==> src/rtl/core/lidar_scan_segmenter_assert.svh <==
// Assertion macros used by the segmenter top level.
// Each macro expects clk and rst_n in scope.
`ifndef LIDAR_SCAN_SEGMENTER_ASSERT_SVH
`define LIDAR_SCAN_SEGMENTER_ASSERT_SVH

// Same-cycle implication, checked out of reset.
`define LSS_ASSERT_NOW(lbl, ante, cons) \
  lbl: assert property (@(posedge clk) disable iff (!rst_n) (ante) |-> (cons)) \
    else $error("lidar_scan_segmenter: same-cycle check failed");

// Next-cycle implication, checked out of reset.
`define LSS_ASSERT_NEXT(lbl, ante, cons) \
  lbl: assert property (@(posedge clk) disable iff (!rst_n) (ante) |=> (cons)) \
    else $error("lidar_scan_segmenter: next-cycle check failed");

`endif

==> src/rtl/core/lss_pkg.sv <==
package lss_pkg;

  localparam int AZ_W       = 16;
  localparam int CUT_W      = 17;
  localparam int THR_W      = 32;
  localparam int CFG_IDX_W  = 2;
  localparam int CFG_DATA_W = 32;

  localparam logic [AZ_W-1:0]  FULL_TURN = AZ_W'(36000);
  localparam logic [AZ_W-1:0]  HALF_TURN = AZ_W'(18000);

  localparam logic [THR_W-1:0] THR_RESET = THR_W'(200000);

  typedef enum logic [CFG_IDX_W-1:0] {
    CFG_FIXED_START        = 2'd0,
    CFG_DURATION_THRESHOLD = 2'd1,
    CFG_STAMP_FROM_FIRST   = 2'd2
  } cfg_reg_t;

  typedef struct packed {
    logic scan_done;
    logic deferred;
    logic starts_scan;
  } lss_flags_t;

  // Fold a raw 16-bit angle into one turn; the input is below two turns.
  function automatic logic [AZ_W-1:0] lss_reduce_az(input logic [AZ_W-1:0] a);
    lss_reduce_az = (a >= FULL_TURN) ? a - FULL_TURN : a;
  endfunction

  // (a - s) mod one turn, both operands already inside one turn.
  function automatic logic [AZ_W-1:0] lss_wrap_diff(input logic [AZ_W-1:0] a,
                                                   input logic [AZ_W-1:0] s);
    logic [AZ_W:0] d;
    d = {1'b0, a} - {1'b0, s};
    lss_wrap_diff = d[AZ_W] ? d[AZ_W-1:0] + FULL_TURN : d[AZ_W-1:0];
  endfunction

endpackage

==> src/rtl/core/lss_pkt_if.sv <==
interface lss_pkt_if import lss_pkg::*; #(
  parameter int TIME_BITS = 48
);
  logic                 valid;
  logic                 ready;
  logic [AZ_W-1:0]      azimuth;
  logic [TIME_BITS-1:0] stamp;

  modport source (output valid, azimuth, stamp, input ready);
  modport sink   (input valid, azimuth, stamp, output ready);
endinterface

==> src/rtl/core/lss_res_if.sv <==
interface lss_res_if import lss_pkg::*; #(
  parameter int TIME_BITS = 48
);
  logic                 valid;
  logic                 ready;
  logic                 scan_done;
  logic                 deferred;
  logic                 starts_scan;
  logic [TIME_BITS-1:0] scan_stamp;
  logic [AZ_W-1:0]      coverage_now;

  modport source (output valid, scan_done, deferred, starts_scan, scan_stamp, coverage_now,
                  input ready);
  modport sink   (input valid, scan_done, deferred, starts_scan, scan_stamp, coverage_now,
                  output ready);
endinterface

==> src/rtl/core/lss_in_reg.sv <==
module lss_in_reg import lss_pkg::*; #(
  parameter int TIME_BITS = 48
) (
  input  logic                 clk,
  input  logic                 rst_n,
  input  logic                 req_valid,
  output logic                 req_ready,
  input  logic [AZ_W-1:0]      req_azimuth,
  input  logic [TIME_BITS-1:0] req_stamp,
  input  logic                 take,
  output logic                 hold_valid,
  output logic [AZ_W-1:0]      hold_azimuth,
  output logic [TIME_BITS-1:0] hold_stamp
);

  logic                 valid_r, valid_nxt;
  logic [AZ_W-1:0]      az_r;
  logic [TIME_BITS-1:0] stamp_r;
  logic                 load;

  assign req_ready = !valid_r || take;
  assign load      = req_valid && req_ready;

  always_comb begin
    valid_nxt = valid_r;
    if (load) begin
      valid_nxt = 1'b1;
    end else if (take) begin
      valid_nxt = 1'b0;
    end
  end

  always_ff @(posedge clk) begin
    if (!rst_n) begin
      valid_r <= 1'b0;
    end else begin
      valid_r <= valid_nxt;
    end
  end

  // Fold the azimuth into one turn on the way in.
  always_ff @(posedge clk) begin
    if (load) begin
      az_r    <= lss_reduce_az(req_azimuth);
      stamp_r <= req_stamp;
    end
  end

  assign hold_valid   = valid_r;
  assign hold_azimuth = az_r;
  assign hold_stamp   = stamp_r;

endmodule

==> src/rtl/core/lss_tracker.sv <==
module lss_tracker import lss_pkg::*; #(
  parameter int TIME_BITS = 48
) (
  input  logic                  clk,
  input  logic                  rst_n,
  input  logic                  proc,
  input  logic [AZ_W-1:0]       az,
  input  logic [TIME_BITS-1:0]  stamp,
  input  logic                  cfg_we,
  input  logic [CFG_IDX_W-1:0]  cfg_idx,
  input  logic [CFG_DATA_W-1:0] cfg_wdata,
  output lss_flags_t            flags,
  output logic [TIME_BITS-1:0]  scan_stamp,
  output logic [AZ_W-1:0]       coverage_now
);

  // Configuration
  logic                 cut_valid_r;
  logic [AZ_W-1:0]      cut_az_r;
  logic [THR_W-1:0]     thr_r;
  logic                 from_first_r;

  // Scan state
  logic                 closed_r, closed_nxt;
  logic                 has_r, has_nxt;
  logic                 start_valid_r, start_valid_nxt;
  logic [AZ_W-1:0]      start_az_r, start_az_nxt;
  logic [AZ_W-1:0]      cov_r, cov_nxt;
  logic [TIME_BITS-1:0] first_t_r, first_t_nxt;
  logic [TIME_BITS-1:0] last_t_r, last_t_nxt;
  logic [AZ_W-1:0]      last_az_r, last_az_nxt;
  logic                 held_valid_r, held_valid_nxt;
  logic [TIME_BITS-1:0] held_t_r, held_t_nxt;
  logic [AZ_W-1:0]      held_az_r, held_az_nxt;

  // State after an optional reopen, before this packet
  logic                 a_has, a_start_valid, a_held_valid;
  logic [AZ_W-1:0]      a_start, a_cov;
  logic [TIME_BITS-1:0] a_first, a_last;
  logic [AZ_W-1:0]      a_last_az;
  logic [AZ_W-1:0]      reopen_start, use_start, new_cov;
  logic [TIME_BITS-1:0] diff;
  logic                 defer;

  logic [AZ_W-1:0]      cfg_cut_az;

  assign cfg_cut_az = lss_reduce_az(cfg_wdata[AZ_W-1:0]);

  always_comb begin
    // Reopen: start from the cut angle, else the last azimuth of the old scan.
    reopen_start = cut_valid_r ? cut_az_r : last_az_r;
    a_start_valid = start_valid_r;
    a_start       = start_az_r;
    a_has         = has_r;
    a_cov         = cov_r;
    a_first       = first_t_r;
    a_last        = last_t_r;
    a_last_az     = last_az_r;
    a_held_valid  = held_valid_r;
    if (closed_r) begin
      a_start_valid = cut_valid_r || has_r;
      a_start       = reopen_start;
      a_has         = 1'b0;
      a_cov         = '0;
      if (held_valid_r) begin
        // Replay the deferred packet as the first of the new scan.
        if (!a_start_valid) begin
          a_start_valid = 1'b1;
          a_start       = held_az_r;
        end
        a_has        = 1'b1;
        a_first      = held_t_r;
        a_last       = held_t_r;
        a_last_az    = held_az_r;
        a_cov        = lss_wrap_diff(held_az_r, a_start);
        a_held_valid = 1'b0;
      end
    end

    use_start = a_start_valid ? a_start : az;
    new_cov   = lss_wrap_diff(az, use_start);

    diff  = stamp - a_first;
    defer = a_has && !diff[TIME_BITS-1] && (diff > TIME_BITS'(thr_r));

    start_valid_nxt = 1'b1;
    start_az_nxt    = use_start;
    held_valid_nxt  = a_held_valid;
    held_t_nxt      = held_t_r;
    held_az_nxt     = held_az_r;
    has_nxt         = a_has;
    first_t_nxt     = a_first;
    last_t_nxt      = a_last;
    last_az_nxt     = a_last_az;
    cov_nxt         = a_cov;
    closed_nxt      = 1'b0;
    if (defer) begin
      held_valid_nxt = 1'b1;
      held_t_nxt     = stamp;
      held_az_nxt    = az;
      closed_nxt     = 1'b1;
    end else begin
      has_nxt     = 1'b1;
      first_t_nxt = a_has ? a_first : stamp;
      last_t_nxt  = stamp;
      last_az_nxt = az;
      cov_nxt     = new_cov;
      closed_nxt  = (a_cov > HALF_TURN) && (a_cov > new_cov);
    end
  end

  assign flags.scan_done   = closed_nxt;
  assign flags.deferred    = defer;
  assign flags.starts_scan = !defer && !a_has;
  assign scan_stamp        = closed_nxt ? (from_first_r ? first_t_nxt : last_t_nxt) : '0;
  assign coverage_now      = cov_nxt;

  always_ff @(posedge clk) begin
    if (!rst_n) begin
      cut_valid_r   <= 1'b0;
      cut_az_r      <= '0;
      thr_r         <= THR_RESET;
      from_first_r  <= 1'b0;
      closed_r      <= 1'b0;
      has_r         <= 1'b0;
      start_valid_r <= 1'b0;
      start_az_r    <= '0;
      cov_r         <= '0;
      first_t_r     <= '0;
      last_t_r      <= '0;
      last_az_r     <= '0;
      held_valid_r  <= 1'b0;
    end else begin
      if (proc) begin
        closed_r      <= closed_nxt;
        has_r         <= has_nxt;
        start_valid_r <= start_valid_nxt;
        start_az_r    <= start_az_nxt;
        cov_r         <= cov_nxt;
        first_t_r     <= first_t_nxt;
        last_t_r      <= last_t_nxt;
        last_az_r     <= last_az_nxt;
        held_valid_r  <= held_valid_nxt;
      end
      if (cfg_we) begin
        case (cfg_reg_t'(cfg_idx))
          CFG_FIXED_START: begin
            cut_valid_r <= !cfg_wdata[CUT_W-1];
            cut_az_r    <= cfg_cut_az;
            // An empty scan takes a set cut angle as its start at once.
            if (!has_r && !cfg_wdata[CUT_W-1]) begin
              start_valid_r <= 1'b1;
              start_az_r    <= cfg_cut_az;
            end
          end
          CFG_DURATION_THRESHOLD: thr_r <= cfg_wdata[THR_W-1:0];
          CFG_STAMP_FROM_FIRST:   from_first_r <= cfg_wdata[0];
          default: ;
        endcase
      end
    end
  end

  always_ff @(posedge clk) begin
    if (proc) begin
      held_t_r  <= held_t_nxt;
      held_az_r <= held_az_nxt;
    end
  end

endmodule

==> src/rtl/core/lss_out_reg.sv <==
module lss_out_reg import lss_pkg::*; #(
  parameter int TIME_BITS = 48
) (
  input  logic                 clk,
  input  logic                 rst_n,
  input  logic                 load,
  output logic                 free,
  input  lss_flags_t           flags,
  input  logic [TIME_BITS-1:0] scan_stamp,
  input  logic [AZ_W-1:0]      coverage_now,
  output logic                 res_valid,
  input  logic                 res_ready,
  output lss_flags_t           res_flags,
  output logic [TIME_BITS-1:0] res_stamp,
  output logic [AZ_W-1:0]      res_coverage
);

  logic                 valid_r, valid_nxt;
  lss_flags_t           flags_r;
  logic [TIME_BITS-1:0] stamp_r;
  logic [AZ_W-1:0]      cov_r;

  assign free = !valid_r || res_ready;

  always_comb begin
    valid_nxt = valid_r;
    if (load) begin
      valid_nxt = 1'b1;
    end else if (res_ready) begin
      valid_nxt = 1'b0;
    end
  end

  always_ff @(posedge clk) begin
    if (!rst_n) begin
      valid_r <= 1'b0;
    end else begin
      valid_r <= valid_nxt;
    end
  end

  always_ff @(posedge clk) begin
    if (load) begin
      flags_r <= flags;
      stamp_r <= scan_stamp;
      cov_r   <= coverage_now;
    end
  end

  assign res_valid    = valid_r;
  assign res_flags    = flags_r;
  assign res_stamp    = stamp_r;
  assign res_coverage = cov_r;

endmodule

==> src/rtl/core/lidar_scan_segmenter.sv <==
// Path: an accepted request is held in the input register, then in the result register on out_res.
// Throughput: one packet per cycle while out_res takes each result; the scan state updates per packet.
// Backpressure on out_res stalls the input register, which then drops in_pkt.ready.
// Reset (rst_n, synchronous, active low) empties both stages, clears the scan state,
// sets the fixed start angle to "follow packets", duration_threshold to 200000,
// stamp_from_first to 0.
`include "lidar_scan_segmenter_assert.svh"

module lidar_scan_segmenter import lss_pkg::*; #(
  parameter int TIME_BITS = 48
) (
  input  logic                  clk,
  input  logic                  rst_n,
  lss_pkt_if.sink               in_pkt,
  lss_res_if.source             out_res,
  input  logic                  cfg_we,
  input  logic [CFG_IDX_W-1:0]  cfg_idx,
  input  logic [CFG_DATA_W-1:0] cfg_wdata
);

  // Input register -> tracker
  logic                 s0_valid;
  logic [AZ_W-1:0]      s0_az;
  logic [TIME_BITS-1:0] s0_stamp;

  // Tracker -> result register
  logic                 s1_free;
  logic                 proc;
  lss_flags_t           trk_flags;
  logic [TIME_BITS-1:0] trk_stamp;
  logic [AZ_W-1:0]      trk_cov;

  lss_flags_t           res_flags;

  // Hold the request here; it moves on whenever the result register is free.
  lss_in_reg #(
    .TIME_BITS (TIME_BITS)
  ) u_in_reg (
    .clk          (clk),
    .rst_n        (rst_n),
    .req_valid    (in_pkt.valid),
    .req_ready    (in_pkt.ready),
    .req_azimuth  (in_pkt.azimuth),
    .req_stamp    (in_pkt.stamp),
    .take         (s1_free),
    .hold_valid   (s0_valid),
    .hold_azimuth (s0_az),
    .hold_stamp   (s0_stamp)
  );

  // Advance the scan state exactly when a held request moves into the result register.
  assign proc = s0_valid && s1_free;

  // Scan state, config registers and the per-packet decision:
  // reopen after a close, replay a deferred packet, test the duration,
  // then add the packet, unless it is deferred, and check for the coverage wrap.
  lss_tracker #(
    .TIME_BITS (TIME_BITS)
  ) u_tracker (
    .clk          (clk),
    .rst_n        (rst_n),
    .proc         (proc),
    .az           (s0_az),
    .stamp        (s0_stamp),
    .cfg_we       (cfg_we),
    .cfg_idx      (cfg_idx),
    .cfg_wdata    (cfg_wdata),
    .flags        (trk_flags),
    .scan_stamp   (trk_stamp),
    .coverage_now (trk_cov)
  );

  // Hold the result until the sink takes it; the input register fills and stalls behind it.
  lss_out_reg #(
    .TIME_BITS (TIME_BITS)
  ) u_out_reg (
    .clk          (clk),
    .rst_n        (rst_n),
    .load         (proc),
    .free         (s1_free),
    .flags        (trk_flags),
    .scan_stamp   (trk_stamp),
    .coverage_now (trk_cov),
    .res_valid    (out_res.valid),
    .res_ready    (out_res.ready),
    .res_flags    (res_flags),
    .res_stamp    (out_res.scan_stamp),
    .res_coverage (out_res.coverage_now)
  );

  assign out_res.scan_done   = res_flags.scan_done;
  assign out_res.deferred    = res_flags.deferred;
  assign out_res.starts_scan = res_flags.starts_scan;

  // A deferred packet always closes its scan.
  `LSS_ASSERT_NOW(a_defer_closes, out_res.valid && out_res.deferred, out_res.scan_done)
  // The first packet of a scan can neither close it nor be deferred.
  `LSS_ASSERT_NOW(a_start_not_close, out_res.valid && out_res.starts_scan,
                  !out_res.scan_done && !out_res.deferred)
  // No stamp leaks out unless the scan closed.
  `LSS_ASSERT_NOW(a_stamp_zero, out_res.valid && !out_res.scan_done, out_res.scan_stamp == '0)
  // A processed request always lands in the result register.
  `LSS_ASSERT_NEXT(a_proc_lands, proc, out_res.valid)

endmodule
==> src/flat_wrapper.sv <==
// flat-port wrapper written by rule: the top's interface ports become plain ports
module lidar_scan_segmenter_flat import lss_pkg::*;
#(
  parameter int TIME_BITS = 48
)
  (clk, rst_n, cfg_we, cfg_idx, cfg_wdata, in_pkt_valid, in_pkt_azimuth, in_pkt_stamp, in_pkt_ready, out_res_valid, out_res_scan_done, out_res_deferred, out_res_starts_scan, out_res_scan_stamp, out_res_coverage_now, out_res_ready);
  lss_pkt_if #(.TIME_BITS(TIME_BITS)) in_pkt_i ();
  lss_res_if #(.TIME_BITS(TIME_BITS)) out_res_i ();
  input  logic clk;
  input  logic rst_n;
  input  logic cfg_we;
  input  logic [CFG_IDX_W-1:0] cfg_idx;
  input  logic [CFG_DATA_W-1:0] cfg_wdata;
  input wire logic [$bits(in_pkt_i.valid)-1:0] in_pkt_valid;
  input wire logic [$bits(in_pkt_i.azimuth)-1:0] in_pkt_azimuth;
  input wire logic [$bits(in_pkt_i.stamp)-1:0] in_pkt_stamp;
  output wire logic [$bits(in_pkt_i.ready)-1:0] in_pkt_ready;
  output wire logic [$bits(out_res_i.valid)-1:0] out_res_valid;
  output wire logic [$bits(out_res_i.scan_done)-1:0] out_res_scan_done;
  output wire logic [$bits(out_res_i.deferred)-1:0] out_res_deferred;
  output wire logic [$bits(out_res_i.starts_scan)-1:0] out_res_starts_scan;
  output wire logic [$bits(out_res_i.scan_stamp)-1:0] out_res_scan_stamp;
  output wire logic [$bits(out_res_i.coverage_now)-1:0] out_res_coverage_now;
  input wire logic [$bits(out_res_i.ready)-1:0] out_res_ready;
  assign in_pkt_i.valid = in_pkt_valid;
  assign in_pkt_i.azimuth = in_pkt_azimuth;
  assign in_pkt_i.stamp = in_pkt_stamp;
  assign in_pkt_ready = in_pkt_i.ready;
  assign out_res_valid = out_res_i.valid;
  assign out_res_scan_done = out_res_i.scan_done;
  assign out_res_deferred = out_res_i.deferred;
  assign out_res_starts_scan = out_res_i.starts_scan;
  assign out_res_scan_stamp = out_res_i.scan_stamp;
  assign out_res_coverage_now = out_res_i.coverage_now;
  assign out_res_i.ready = out_res_ready;
  lidar_scan_segmenter #(.TIME_BITS(TIME_BITS)) u_core (.clk(clk), .rst_n(rst_n), .in_pkt(in_pkt_i), .out_res(out_res_i), .cfg_we(cfg_we), .cfg_idx(cfg_idx), .cfg_wdata(cfg_wdata));
endmodule
==> config.mk <==
export PLATFORM = sky130hd
export DESIGN_NAME = lidar_scan_segmenter_flat
export DESIGN_NICKNAME = d
export VERILOG_FILES = /design/src/rtl/core/lss_pkg.sv /design/src/rtl/core/lss_pkt_if.sv /design/src/rtl/core/lss_res_if.sv /design/src/rtl/core/lss_in_reg.sv /design/src/rtl/core/lss_tracker.sv /design/src/rtl/core/lss_out_reg.sv /design/src/rtl/core/lidar_scan_segmenter.sv /design/src/flat_wrapper.sv
export VERILOG_INCLUDE_DIRS = /design/src /design/src/rtl/core
export SDC_FILE = /design/constraint.sdc
export NUM_CORES = 1
export LEC_CHECK = 0
export ABC_CLOCK_PERIOD_IN_PS = 12100
export BUFFER_PORTS_ARGS = -buffer_cell sky130_fd_sc_hd__buf_2
export CAP_MARGIN = 20
export CORE_MARGIN = 2
export CORE_UTILIZATION = 40
export DETAILED_ROUTE_END_ITERATION = 6
export GPL_TIMING_DRIVEN = 0
export SYNTH_ARGS = -nofsm -noshare
export SYNTH_HDL_FRONTEND = slang
export SYNTH_SLANG_ARGS = --single-unit
==> constraint.sdc <==
create_clock -name clk -period 12.1 [get_ports clk]
set_input_delay 2.42 -clock clk [delete_from_list [all_inputs] [get_ports clk]]
set_output_delay 2.42 -clock clk [all_outputs]
set_load 0.03 [all_outputs]
== Word-level counts from Yosys, hierarchy flattened ==
Index checks and enable logic that the tools add are counted.

* Output and inout port bits: 69
* Bits in registers: 395
* Logic and storage cells: 112
* Bits of input ports: 103

* $add $sub $neg: 7
* Equality and inequality tests: 4
* Order comparisons: 5
* Muxes and demuxes: 45
* Reduce and logical (&&, ||, !) cells: 27

{| class="wikitable"
|+ Operator list
! cell !! number
|-
| 2-to-1 mux 48 bit || 8
|-
| 2-to-1 mux 16 bit || 21
|-
| > comparator 48 x 32 -> 1 bit || 1
|-
| subtractor 48 bit || 1
|-
| subtractor 16 x 16 -> 17 bit || 2
|-
| adder 16 bit (second input constant) || 2
|-
| >= comparator 16 bit (second input constant) || 2
|-
| subtractor 16 bit (second input constant) || 2
|-
| > comparator 16 x 15 -> 1 bit (second input constant) || 1
|-
| > comparator 16 bit || 1
|-
| 2-to-1 mux 1 bit || 16
|-
| AND reduction 2 bit || 5
|-
| logical AND 1 bit || 7
|-
| zero test 1 bit || 7
|-
| nonzero test 2 bit || 3
|-
| inequality test 2 bit (second input constant) || 2
|-
| logical OR 1 bit || 3
|-
| AND reduction 3 bit || 1
|-
| equality test 2 x 1 -> 1 bit (second input constant) || 1
|-
| equality test 2 bit (second input constant) || 1
|-
| zero test 2 bit || 1
|}

== Longest topological paths before layout ==
Gate-level depths: netlist (run 1).

* Depth in word-level cells: 13
* Mapped depth: 34
* Depth with buffers taken out: 30

== Hierarchy ==
From an unflattened synthesis (run 1), not the netlist that was laid out.

* Cells, all modules: 2806
* Area total of the unflattened synthesis: 24843.8 µm²

{| class="wikitable"
|+ Modules (own cells, without submodules)
! module !! cells each !! area each (µm²) !! instances !! sequential area each (µm²)
|-
| lss_tracker || 2629 || 20552.2 || 1 || 5885.6
|-
| lss_in_reg || 105 || 2224.6 || 1 || 1941.9
|-
| lss_out_reg || 71 || 2060.7 || 1 || 2031.9
|-
| lidar_scan_segmenter || 1 || 6.3 || 1 || 0.0
|}

== Worst setup path before layout (run 1) ==
OpenSTA, ideal clock, no wires.

* Path type: flip-flop to flip-flop
* From: register u_core.u_tracker.closed_r
* To: register u_core.u_tracker.held_az_r[0], enable pin
* Required time: 11611 ps
* Data arrival time: 7850 ps
* Cell stages (with the launch flop): 29
* Clock period less this slack: 8338 ps
* Library setup time: 489 ps
* Path buffers: 5
* Path slack: 3762 ps
* Cells stage by stage: dfxtp_1 > clkbuf_1 > clkbuf_1 > clkbuf_1 > and3_1 > a21oi_1 > ha_1 > and2_1 > o21ai_0 > a211oi_1 > o31ai_4 > a21oi_1 > a21o_1 > a21o_1 > a21o_1 > a21oi_1 > xnor2_1 > ha_1 > nand4_1 > or4_1 > a31oi_1 > o32ai_1 > o2111ai_1 > nor4_1 > nand4_2 > o21ai_4 > buf_6 > buf_6 > nor2_1

* Cells in the longest elaborated chain, start to end: 6
* Elaborated cells on any way between the ends: 8
* Those cells by class: 1 x add/sub; 1 x order compare; 2 x mux; 4 x reduce/logical

{| class="wikitable"
|+ Ends and longest elaborated chain
! item !! RTL line !! RTL
|-
| start, declared || lss_tracker.sv:24 || <nowiki>logic closed_r, closed_nxt;</nowiki>
|-
| start signal, assigned || lss_tracker.sv:135 || <nowiki>closed_r <= closed_nxt;</nowiki>
|-
| branches (longest 4 deep; another with subtractor 48 bit) || - ||
|-
| logical AND 1 bit (*) || lss_tracker.sv:84 || <nowiki>defer = a_has && !diff[TIME_BITS-1] && (diff > TIME_BITS'(thr_r));</nowiki>
|-
| AND reduction 2 bit (no source line) (*) || - ||
|-
| end signal, assigned || lss_tracker.sv:167 || <nowiki>held_az_r <= held_az_nxt;</nowiki>
|-
| end, declared || lss_tracker.sv:34 || <nowiki>logic [AZ_W-1:0] held_az_r, held_az_nxt;</nowiki>
|}

Mark *: on every way between the ends.
A chain may end at the register's enable or synchronous reset.

== Worst setup path in the final report (run 1) ==
* From: register u_core.u_tracker.closed_r
* To: register u_core.u_out_reg.stamp_r[5] (netlist: u_core.u_out_reg.res_stamp[5]) (data pin)

* Cells in the longest elaborated chain, start to end: 8
* Elaborated cells on any way between the ends: 23
* Those cells by class: 3 x add/sub; 3 x order compare; 13 x mux; 4 x reduce/logical

{| class="wikitable"
|+ Ends and longest elaborated chain
! item !! RTL line !! RTL
|-
| 2-to-1 mux 16 bit or 2-to-1 mux 1 bit (tied branches) || lss_tracker.sv:60 || <nowiki>if (closed_r) begin</nowiki>
|-
| 2-to-1 mux 16 bit || lss_tracker.sv:80 || <nowiki>use_start = a_start_valid ? a_start : az;</nowiki>
|-
| subtractor 16 x 16 -> 17 bit || lss_pkg.sv:35 || <nowiki>d = {1'b0, a} - {1'b0, s};</nowiki>
|-
| adder 16 bit || lss_pkg.sv:36 || <nowiki>lss_wrap_diff = d[AZ_W] ? d[AZ_W-1:0] + FULL_TURN : d[AZ_W-1:0];</nowiki>
|-
| 2-to-1 mux 16 bit || lss_pkg.sv:36 ||
|-
| > comparator 16 bit || lss_tracker.sv:108 || <nowiki>closed_nxt = (a_cov > HALF_TURN) && (a_cov > new_cov);</nowiki>
|-
| logical AND 1 bit || lss_tracker.sv:108 ||
|-
| 2-to-1 mux 1 bit || lss_tracker.sv:97 || <nowiki>if (defer) begin</nowiki>
|-
| end signal, assigned || lss_out_reg.sv:45 || <nowiki>stamp_r <= scan_stamp;</nowiki>
|-
| end, declared || lss_out_reg.sv:20 || <nowiki>logic [TIME_BITS-1:0] stamp_r;</nowiki>
|}

Parallel ways exist; a longest one is shown, timed or not.

==> results.cfg, run 1 <==
[power]
power.total_uw = 4248
p_per_area_nw_per_um2 = 146.5
p_leak_uw = 0.01070
peakVddDrop_mv = 0.09136

[synthesis]
synth-main-ff-cell = dfxtp_1
yosysUniqueCellTypes = 95
synth_area_um2 = 25370
avgSynthCellArea_um2 = 8.629
synth_warnings = 0
synth-seq-area-share = 0.3886
synth_fp_nets = 3177
synth.ff_latch_count = 395
synth_edf_count = 195
synth_cells = 2940
async_reset_ff_frac = 0

[critical_path]
crit_slowest_cell = o32ai_1
crit_path_max_incr_delay_ns = 0.77
required_ns = 12.41
crit_top_cell = clkbuf_1
criticalPathCategory = register to register
arrival_ns = 10.17
path_max_fanout = 10
critPathLaunchType = register
endpoint_kind = register

[grt]
antenna_found_initial = 2
busiest_layer = met2
grt_pass1_wl_mm = 141.4
met3_usage = 0.03733
use_met2 = 0.4413
gr-usage-all-layers = 0.2752
grt_pass1_vias = 23389
grt_max_degree = 58
grtUsageMet1 = 0.3746
overflow = 0

[timing]
slew_viol_final = 0
max_freq_mhz = 101.5
min_period_over_period = 0.8146
fin_tns_setup_ns = 0
clock_skew_ns = 0.03533
worst_slack_ns = 2.244
min_period_ns = 9.856
rsz0062_at_grt = no
setup_viol = 0
worst_slew_pin_slew_ns = 1.175
slew_headroom = 0.2169
hold_violations = 0

[clock_tree]
clk_pin_slew_ns = 0.06
cts_buffer_depth = 3
cts_buffers = 47
postCtsSetupRepairBufs = 0
cts_root_buf = clkbuf_16
cts.htree.levels = 2
cts_tree = done
clk_latency_ns = 0.60
cts.sinks = 395
cts_hold_buf = 0
post_cts_resized = 0

[route]
drt-vias-per-instance = 6.022
wl_per_cell_um = 23.04
vias = 24390
drtIter0Drc = 2406
dr.pass1.iters = 6
ant_nets = 0
drc_errors = 0
wirelength_mm = 93.30

[job]
cap_violations = 0

[placed_design]
post_dp_cell_area_um2 = 27420
place_ws_ns = 2.541
portBuffers = 170
place_hpwl_mm = 72.58
place.gp.congestion = 0.9574

[layout]
final_core_utilization = 0.4613
n_antenna_cell = 0
drive_above_1_share = 0.1102
layout.nets = 3403
n_fill_cell = 6186
area_delta_synth_final_pct = 14.27
finalInstanceArea_um2 = 28990

[die]
die_h_um = 255.8
dieArea_um2 = 65460
die_w_um = 255.8
std_cell_rows = 92
io_pins = 172
core_area_um2 = 62850
initial_utilization = 0.4037

[hold_path]
hold_path.class = register to register

[status]
status = finished, final reports clean
[routing by layer]
metal,vias to the layer above,wire length (um)
li1,11350,-
met1,11803,40920
met2,1053,42170
met3,182,6717
met4,2,3490
met5,-,12
[cell families (layout without fill, tap and decap cells)]
group,count (synthesis),after routing,synth area share
xor gates and xnor gates,91,91,0.03141
AOI/OAI and AO/OA,1058,1058,0.2705
and+or+nand+nor,911,911,0.1736
muxes,51,51,0.02101
buffers and inverters,300,564,0.04789
DFF,395,395,0.3886
adders and majority gates,134,134,0.06697
[sequential cells by signal, indices dropped and copies added (netlist names), 32 cells and up]
| signal | count |
|---|---|
| u_core.u_in_reg.hold_stamp | 48 |
| u_core.u_out_reg.res_stamp | 48 |
| u_core.u_tracker.first_t_r | 48 |
| u_core.u_tracker.held_t_r | 48 |
| u_core.u_tracker.last_t_r | 48 |
| u_core.u_tracker.thr_r | 32 |
[worst max-delay path: cells and delay by family (launching register included)]
kind                     cells  cell delay (ns)
XOR/XNOR                     1             0.56
flip-flops                   1             0.42
AND/OR/NAND/NOR              6             1.52
AO/OA/AOI/OAI               15             4.14
buffers and inverters        4             2.11
adder cells (fa/ha/maj)      2             0.79
[metrics by stage]
stage / hold slack (ns) / instances
global placement: 0.4415 / 3956
global route: 0.4654 / 4050
CTS: 0.4546 / 4049
finish: 0.4552 / 4050
detailed placement: 0.4467 / 3962
floorplan: 0.4363 / 2940
[power by group]
part           internal, uW  switching [uW]
sequential             1500            61.1
combinational           426             800
clock                   865             595
[cell type report]
cell class / count / area [um2] / area share
Multi-Input combinational cell: 2245 / 14310 / 0.4935
Sequential cell: 395 / 9859 / 0.3401
Clock buffer: 66 / 1351 / 0.04661
Tap cell: 846 / 1059 / 0.03651
Timing Repair Buffer: 177 / 979.7 / 0.03379
Buffer: 214 / 893.4 / 0.03081
Inverter: 86 / 325.3 / 0.01122
Clock inverter: 21 / 217.7 / 0.007509
[cell usage after synthesis, types with 6 or more instances]
cell       count  area share
buf_6          7      0.0031
o21ai_0      155       0.031
nor3_1        31      0.0061
o31a_1        69       0.024
nor2b_1       33      0.0081
nand2_1      324       0.048
a21o_1        41       0.012
and3_1        63       0.016
o221a_2       17      0.0075
a211oi_1      58       0.017
o21a_1        18      0.0053
and2_1        61       0.015
o31ai_1       11      0.0033
nand3_1       73       0.014
inv_1         83       0.012
nand4_1       25      0.0062
a31o_2         9      0.0031
nor4_1        13      0.0032
o2bb2ai_1     48       0.017
o211ai_1      77       0.023
o2111ai_1      9      0.0031
xnor2_1       67       0.023
clkbuf_1     164       0.024
or2_2          7      0.0017
a211o_1        7      0.0024
dfxtp_1      200        0.16
a22o_1         6      0.0021
edfxtp_1     195        0.23
a31oi_1       13      0.0032
o21bai_1      11      0.0033
nor2_1       192       0.028
mux2i_1       38       0.015
buf_1         16      0.0024
xor2_1        24      0.0083
a21oi_1      412       0.081
o21ai_1       26      0.0051
mux2_1         6      0.0027
nand3b_1      51       0.015
buf_2         26      0.0051
ha_1         131       0.065
[cell usage in the layout (no fill, tap or decap), types with 41 or more instances in the layout]
cell type | Yosys | routed
o211ai_1 | 77 | 77
a211oi_1 | 58 | 58
a21oi_1 | 412 | 412
nand2_1 | 324 | 324
o21ai_0 | 155 | 155
buf_2 | 26 | 196
a21o_1 | 41 | 41
edfxtp_1 | 195 | 195
nand3_1 | 73 | 73
clkbuf_16 | 0 | 50
xnor2_1 | 67 | 67
and2_1 | 61 | 60
nand3b_1 | 51 | 51
ha_1 | 131 | 131
dfxtp_1 | 200 | 200
o2bb2ai_1 | 48 | 48
clkbuf_1 | 164 | 175
nor2_1 | 192 | 191
inv_1 | 83 | 83
and3_1 | 63 | 63
o31a_1 | 69 | 69
[final timing paths]
path | startpoint | end | slack, ns | cells past startpoint
setup / recovery | u_core.u_tracker.closed_r$_SDFFE_PN0P_ | u_core.u_out_reg.res_stamp[5]$_SDFFCE_PN0P_ | 2.24 | 28
hold / removal | u_core.u_tracker.thr_r[18]$_SDFFE_PN0P_ | u_core.u_tracker.thr_r[18]$_SDFFE_PN0P_ | 0.46 | 2
setup reg to reg | u_core.u_tracker.closed_r$_SDFFE_PN0P_ | u_core.u_out_reg.res_stamp[5]$_SDFFCE_PN0P_ | 2.24 | 28
hold reg to reg | u_core.u_tracker.thr_r[18]$_SDFFE_PN0P_ | u_core.u_tracker.thr_r[18]$_SDFFE_PN0P_ | 0.46 | 2
No activity file was read; power rests on OpenSTA's default activity.
==> run 2: changes to the inputs <==
--- a/config.mk
+++ b/config.mk
@@ -6,7 +6,8 @@
 export SDC_FILE = /design/constraint.sdc
 export NUM_CORES = 1
 export LEC_CHECK = 0
-export ABC_CLOCK_PERIOD_IN_PS = 12100
+export ABC_AREA = 1
+export ABC_CLOCK_PERIOD_IN_PS = 8000
 export BUFFER_PORTS_ARGS = -buffer_cell sky130_fd_sc_hd__buf_2
 export CAP_MARGIN = 20
 export CORE_MARGIN = 2
==> constraint.sdc (replaced) <==
create_clock -name clk -period 8 [get_ports clk]
set_input_delay 1.6 -clock clk [delete_from_list [all_inputs] [get_ports clk]]
set_output_delay 1.6 -clock clk [all_outputs]
set_load 0.03 [all_outputs]
==> run 2 against run 1 <==
- utilization is 0.25 points lower
- clock skew is 0.00066 ns lower
- hold slack better by 0.013 ns
- highest routed layer is now met4
- non-clock buffer count is 72 lower
- cell area is 1.3% higher
- via count is 0.93% higher
- the run now ends with design-rule violations left
- final cell count is 20% higher
- die area is 1.5% higher
- setup slack worse by 2.0 ns
- largest cell class unchanged
- fmax is 28% higher
- wire length is 7.1% lower
==> results.cfg, run 2 <==
[critical_path]
crit_top_cell = nand2_1
criticalPathCategory = register to register
crit_path_max_incr_delay_ns = 0.43
crit_slowest_cell = xor2_1
critPathLaunchType = register
path_max_fanout = 10
r2r-start = u_core.u_tracker.closed_r$_SDFFE_PN0P_
endpoint_kind = register
required_ns = 8.33
arrival_ns = 8.04
crit_path_start = u_core.u_tracker.closed_r$_SDFFE_PN0P_

[clock_tree]
cts.htree.levels = 2
cts_buffers = 46
cts_buffer_depth = 3
clk_pin_slew_ns = 0.06
postCtsSetupRepairBufs = 0
cts_tree = done
cts_root_buf = clkbuf_16
cts.sinks = 395
clk_latency_ns = 0.61
cts_hold_buf = 0

[synthesis]
yosys.area.top_type = edfxtp_1
netlist_top_cells_area = edfxtp_1 23%, dfxtp_1 16%, nand2_1 15%, inv_1 9.9%, o21ai_0 6.9%
synth_edf_count = 195
avgSynthCellArea_um2 = 6.865
async_reset_ff_frac = 0
yosysUniqueCellTypes = 48
synth_top_area_frac = 0.2274
synth_warnings = 0
synth_commonest_cells = 1026 x nand2_1, 679 x inv_1, 354 x o21ai_0, 307 x a21oi_1, 227 x nor2_1
synth.ff_latch_count = 395
synth_fp_nets = 3987
synth-seq-area-share = 0.3830
synth_cells = 3750
synth-main-ff-cell = dfxtp_1
synth.most_common_cell = nand2_1
synth_area_um2 = 25740

[timing]
slew_viol_final = 0
rsz0062_at_grt = no
worst_slew_pin_slew_ns = 1.127
slew_headroom = 0.2484
clock_skew_ns = 0.03467
worst_slack_ns = 0.2841
hold_violations = 0
max_freq_mhz = 129.6
min_period_ns = 7.716
min_period_over_period = 0.9645
setup_viol = 0

[route]
dr.pass1.iters = 7
drc_errors = 4
drtIter0Drc = 2324
drt-vias-per-instance = 5.056
wl_per_cell_um = 17.81
wirelength_mm = 86.71
vias = 24618
ant_nets = 0

[grt]
grt_pass1_vias = 22386
grt_max_degree = 49
antenna_found_initial = 3
gr-usage-all-layers = 0.2571
overflow = 0
grt_pass1_wl_mm = 132.4

[die]
std_cell_rows = 93
core_area_um2 = 64000
io_pins = 172
die_h_um = 257.7
initial_utilization = 0.4023
dieArea_um2 = 66410
die_w_um = 257.7

[layout]
final_cell_mix = 1025 x nand2_1, 677 x inv_1, 352 x o21ai_0
area_delta_synth_final_pct = 14.05
finalNonFillerCells = 4869
layout_commonest_cell = nand2_1
layout.nets = 4211
n_fill_cell = 6676
drive_above_1_share = 0.08848

[power]
power.total_uw = 6711
p_per_area_nw_per_um2 = 228.6
p_leak_uw = 0.01418
peakVddDrop_mv = 0.1642

[status]
status = complete, but fails checks
violations = design-rule violations

[placed_design]
place.gp.congestion = 0.9891
portBuffers = 171
placed_cells = 4781
place_ws_ns = -0.9539
place_hpwl_mm = 69.39

[job]
cap_violations = 0

[hold_path]
min-delay-start = u_core.u_tracker.thr_r[30]$_SDFFE_PN0P_
hold_path.class = register to register
[run 2: cell count changes after synthesis, moves of 49 or more]
cell and change:
o21ai_0 +199, inv_1 +596, and3_1 -63, o211ai_1 -66, nand3b_1 -49, xnor2_1 -51
a211oi_1 -57, nand2_1 +702, nand3_1 +144, clkbuf_1 -67, o31a_1 -68, a21oi_1 -105
and2_1 -61
[run 2: what timing repair did]
action,in CTS,in global routing
setup endpoints to repair,212,187
resized for setup,6,18
pin swaps,0,1
[run 2: layout make-up]
cell class	count	area [um2]	area share
Multi-Input combinational cell	2512	12660	0.4312
Sequential cell	395	9859	0.3358
Inverter	700	2635	0.08974
Clock buffer	58	1290	0.04393
Tap cell	855	1070	0.03643
Timing Repair Buffer	176	954.7	0.03251
Buffer	143	659.4	0.02246
Clock inverter	28	229.0	0.007798
Antenna cell	2	5.005	0.0001705
[run 2: logic make-up (layout without fill, tap and decap cells)]
kind of cell,Yosys count,after routing,synth area share
compound gates,757,757,0.1559
xor+xnor,66,66,0.02245
fa+ha+maj,134,134,0.06600
buf+inv,843,1105,0.1267
flops,395,395,0.3830
other cells,0,2,0
simple gates,1555,1555,0.2460
[run 2: where the power goes]
group          internal [uW]  leakage, uW  switching [uW]
Sequential              2310      0.00347            71.4
Combinational            695      0.00996            1520
Clock                   1220     0.000740             908
[run 2: layer usage]
| metal | global-route usage | routed length [um] |
|---|---|---|
| met1 | 0.3691 | 40310 |
| met2 | 0.3910 | 36640 |
| met3 | 0.04819 | 7094 |
| met4 | 0.07820 | 2663 |
| met5 | 0 | 0 |
[run 2: path summary, 6_finish.rpt]
kind | end | slack (ns) | cells after the start
max reg2reg | u_core.u_out_reg.res_stamp[12]$_SDFFCE_PN0P_ | 0.28 | 38
min | u_core.u_tracker.thr_r[30]$_SDFFE_PN0P_ | 0.47 | 2
min reg2reg | u_core.u_tracker.thr_r[30]$_SDFFE_PN0P_ | 0.47 | 2
max | u_core.u_out_reg.res_stamp[12]$_SDFFCE_PN0P_ | 0.28 | 38
[run 2: stage by stage]
stage                     hold slack (ns)    util  TNS (ns)  area [um2]
after global routing               0.4792  0.4587         0       29360
final                              0.4686  0.4588         0       29360
after detailed placement           0.4592  0.4340   -150.19       27780
after CTS                          0.4674  0.4581         0       29320
after floorplan                    0.4264       -         0       25740
after global placement             0.4542  0.4324   -232.74       27670
[run 2: critical path, delay by kind of cell, from the launching register on]
family                   cells  cell delay [ns]
XOR/XNOR                     1             0.43
buffers and inverters       10             2.06
flip-flops                   1             0.30
adder cells (fa/ha/maj)      2             0.56
AO/OA/AOI/OAI                6             1.24
AND/OR/NAND/NOR             19             2.81
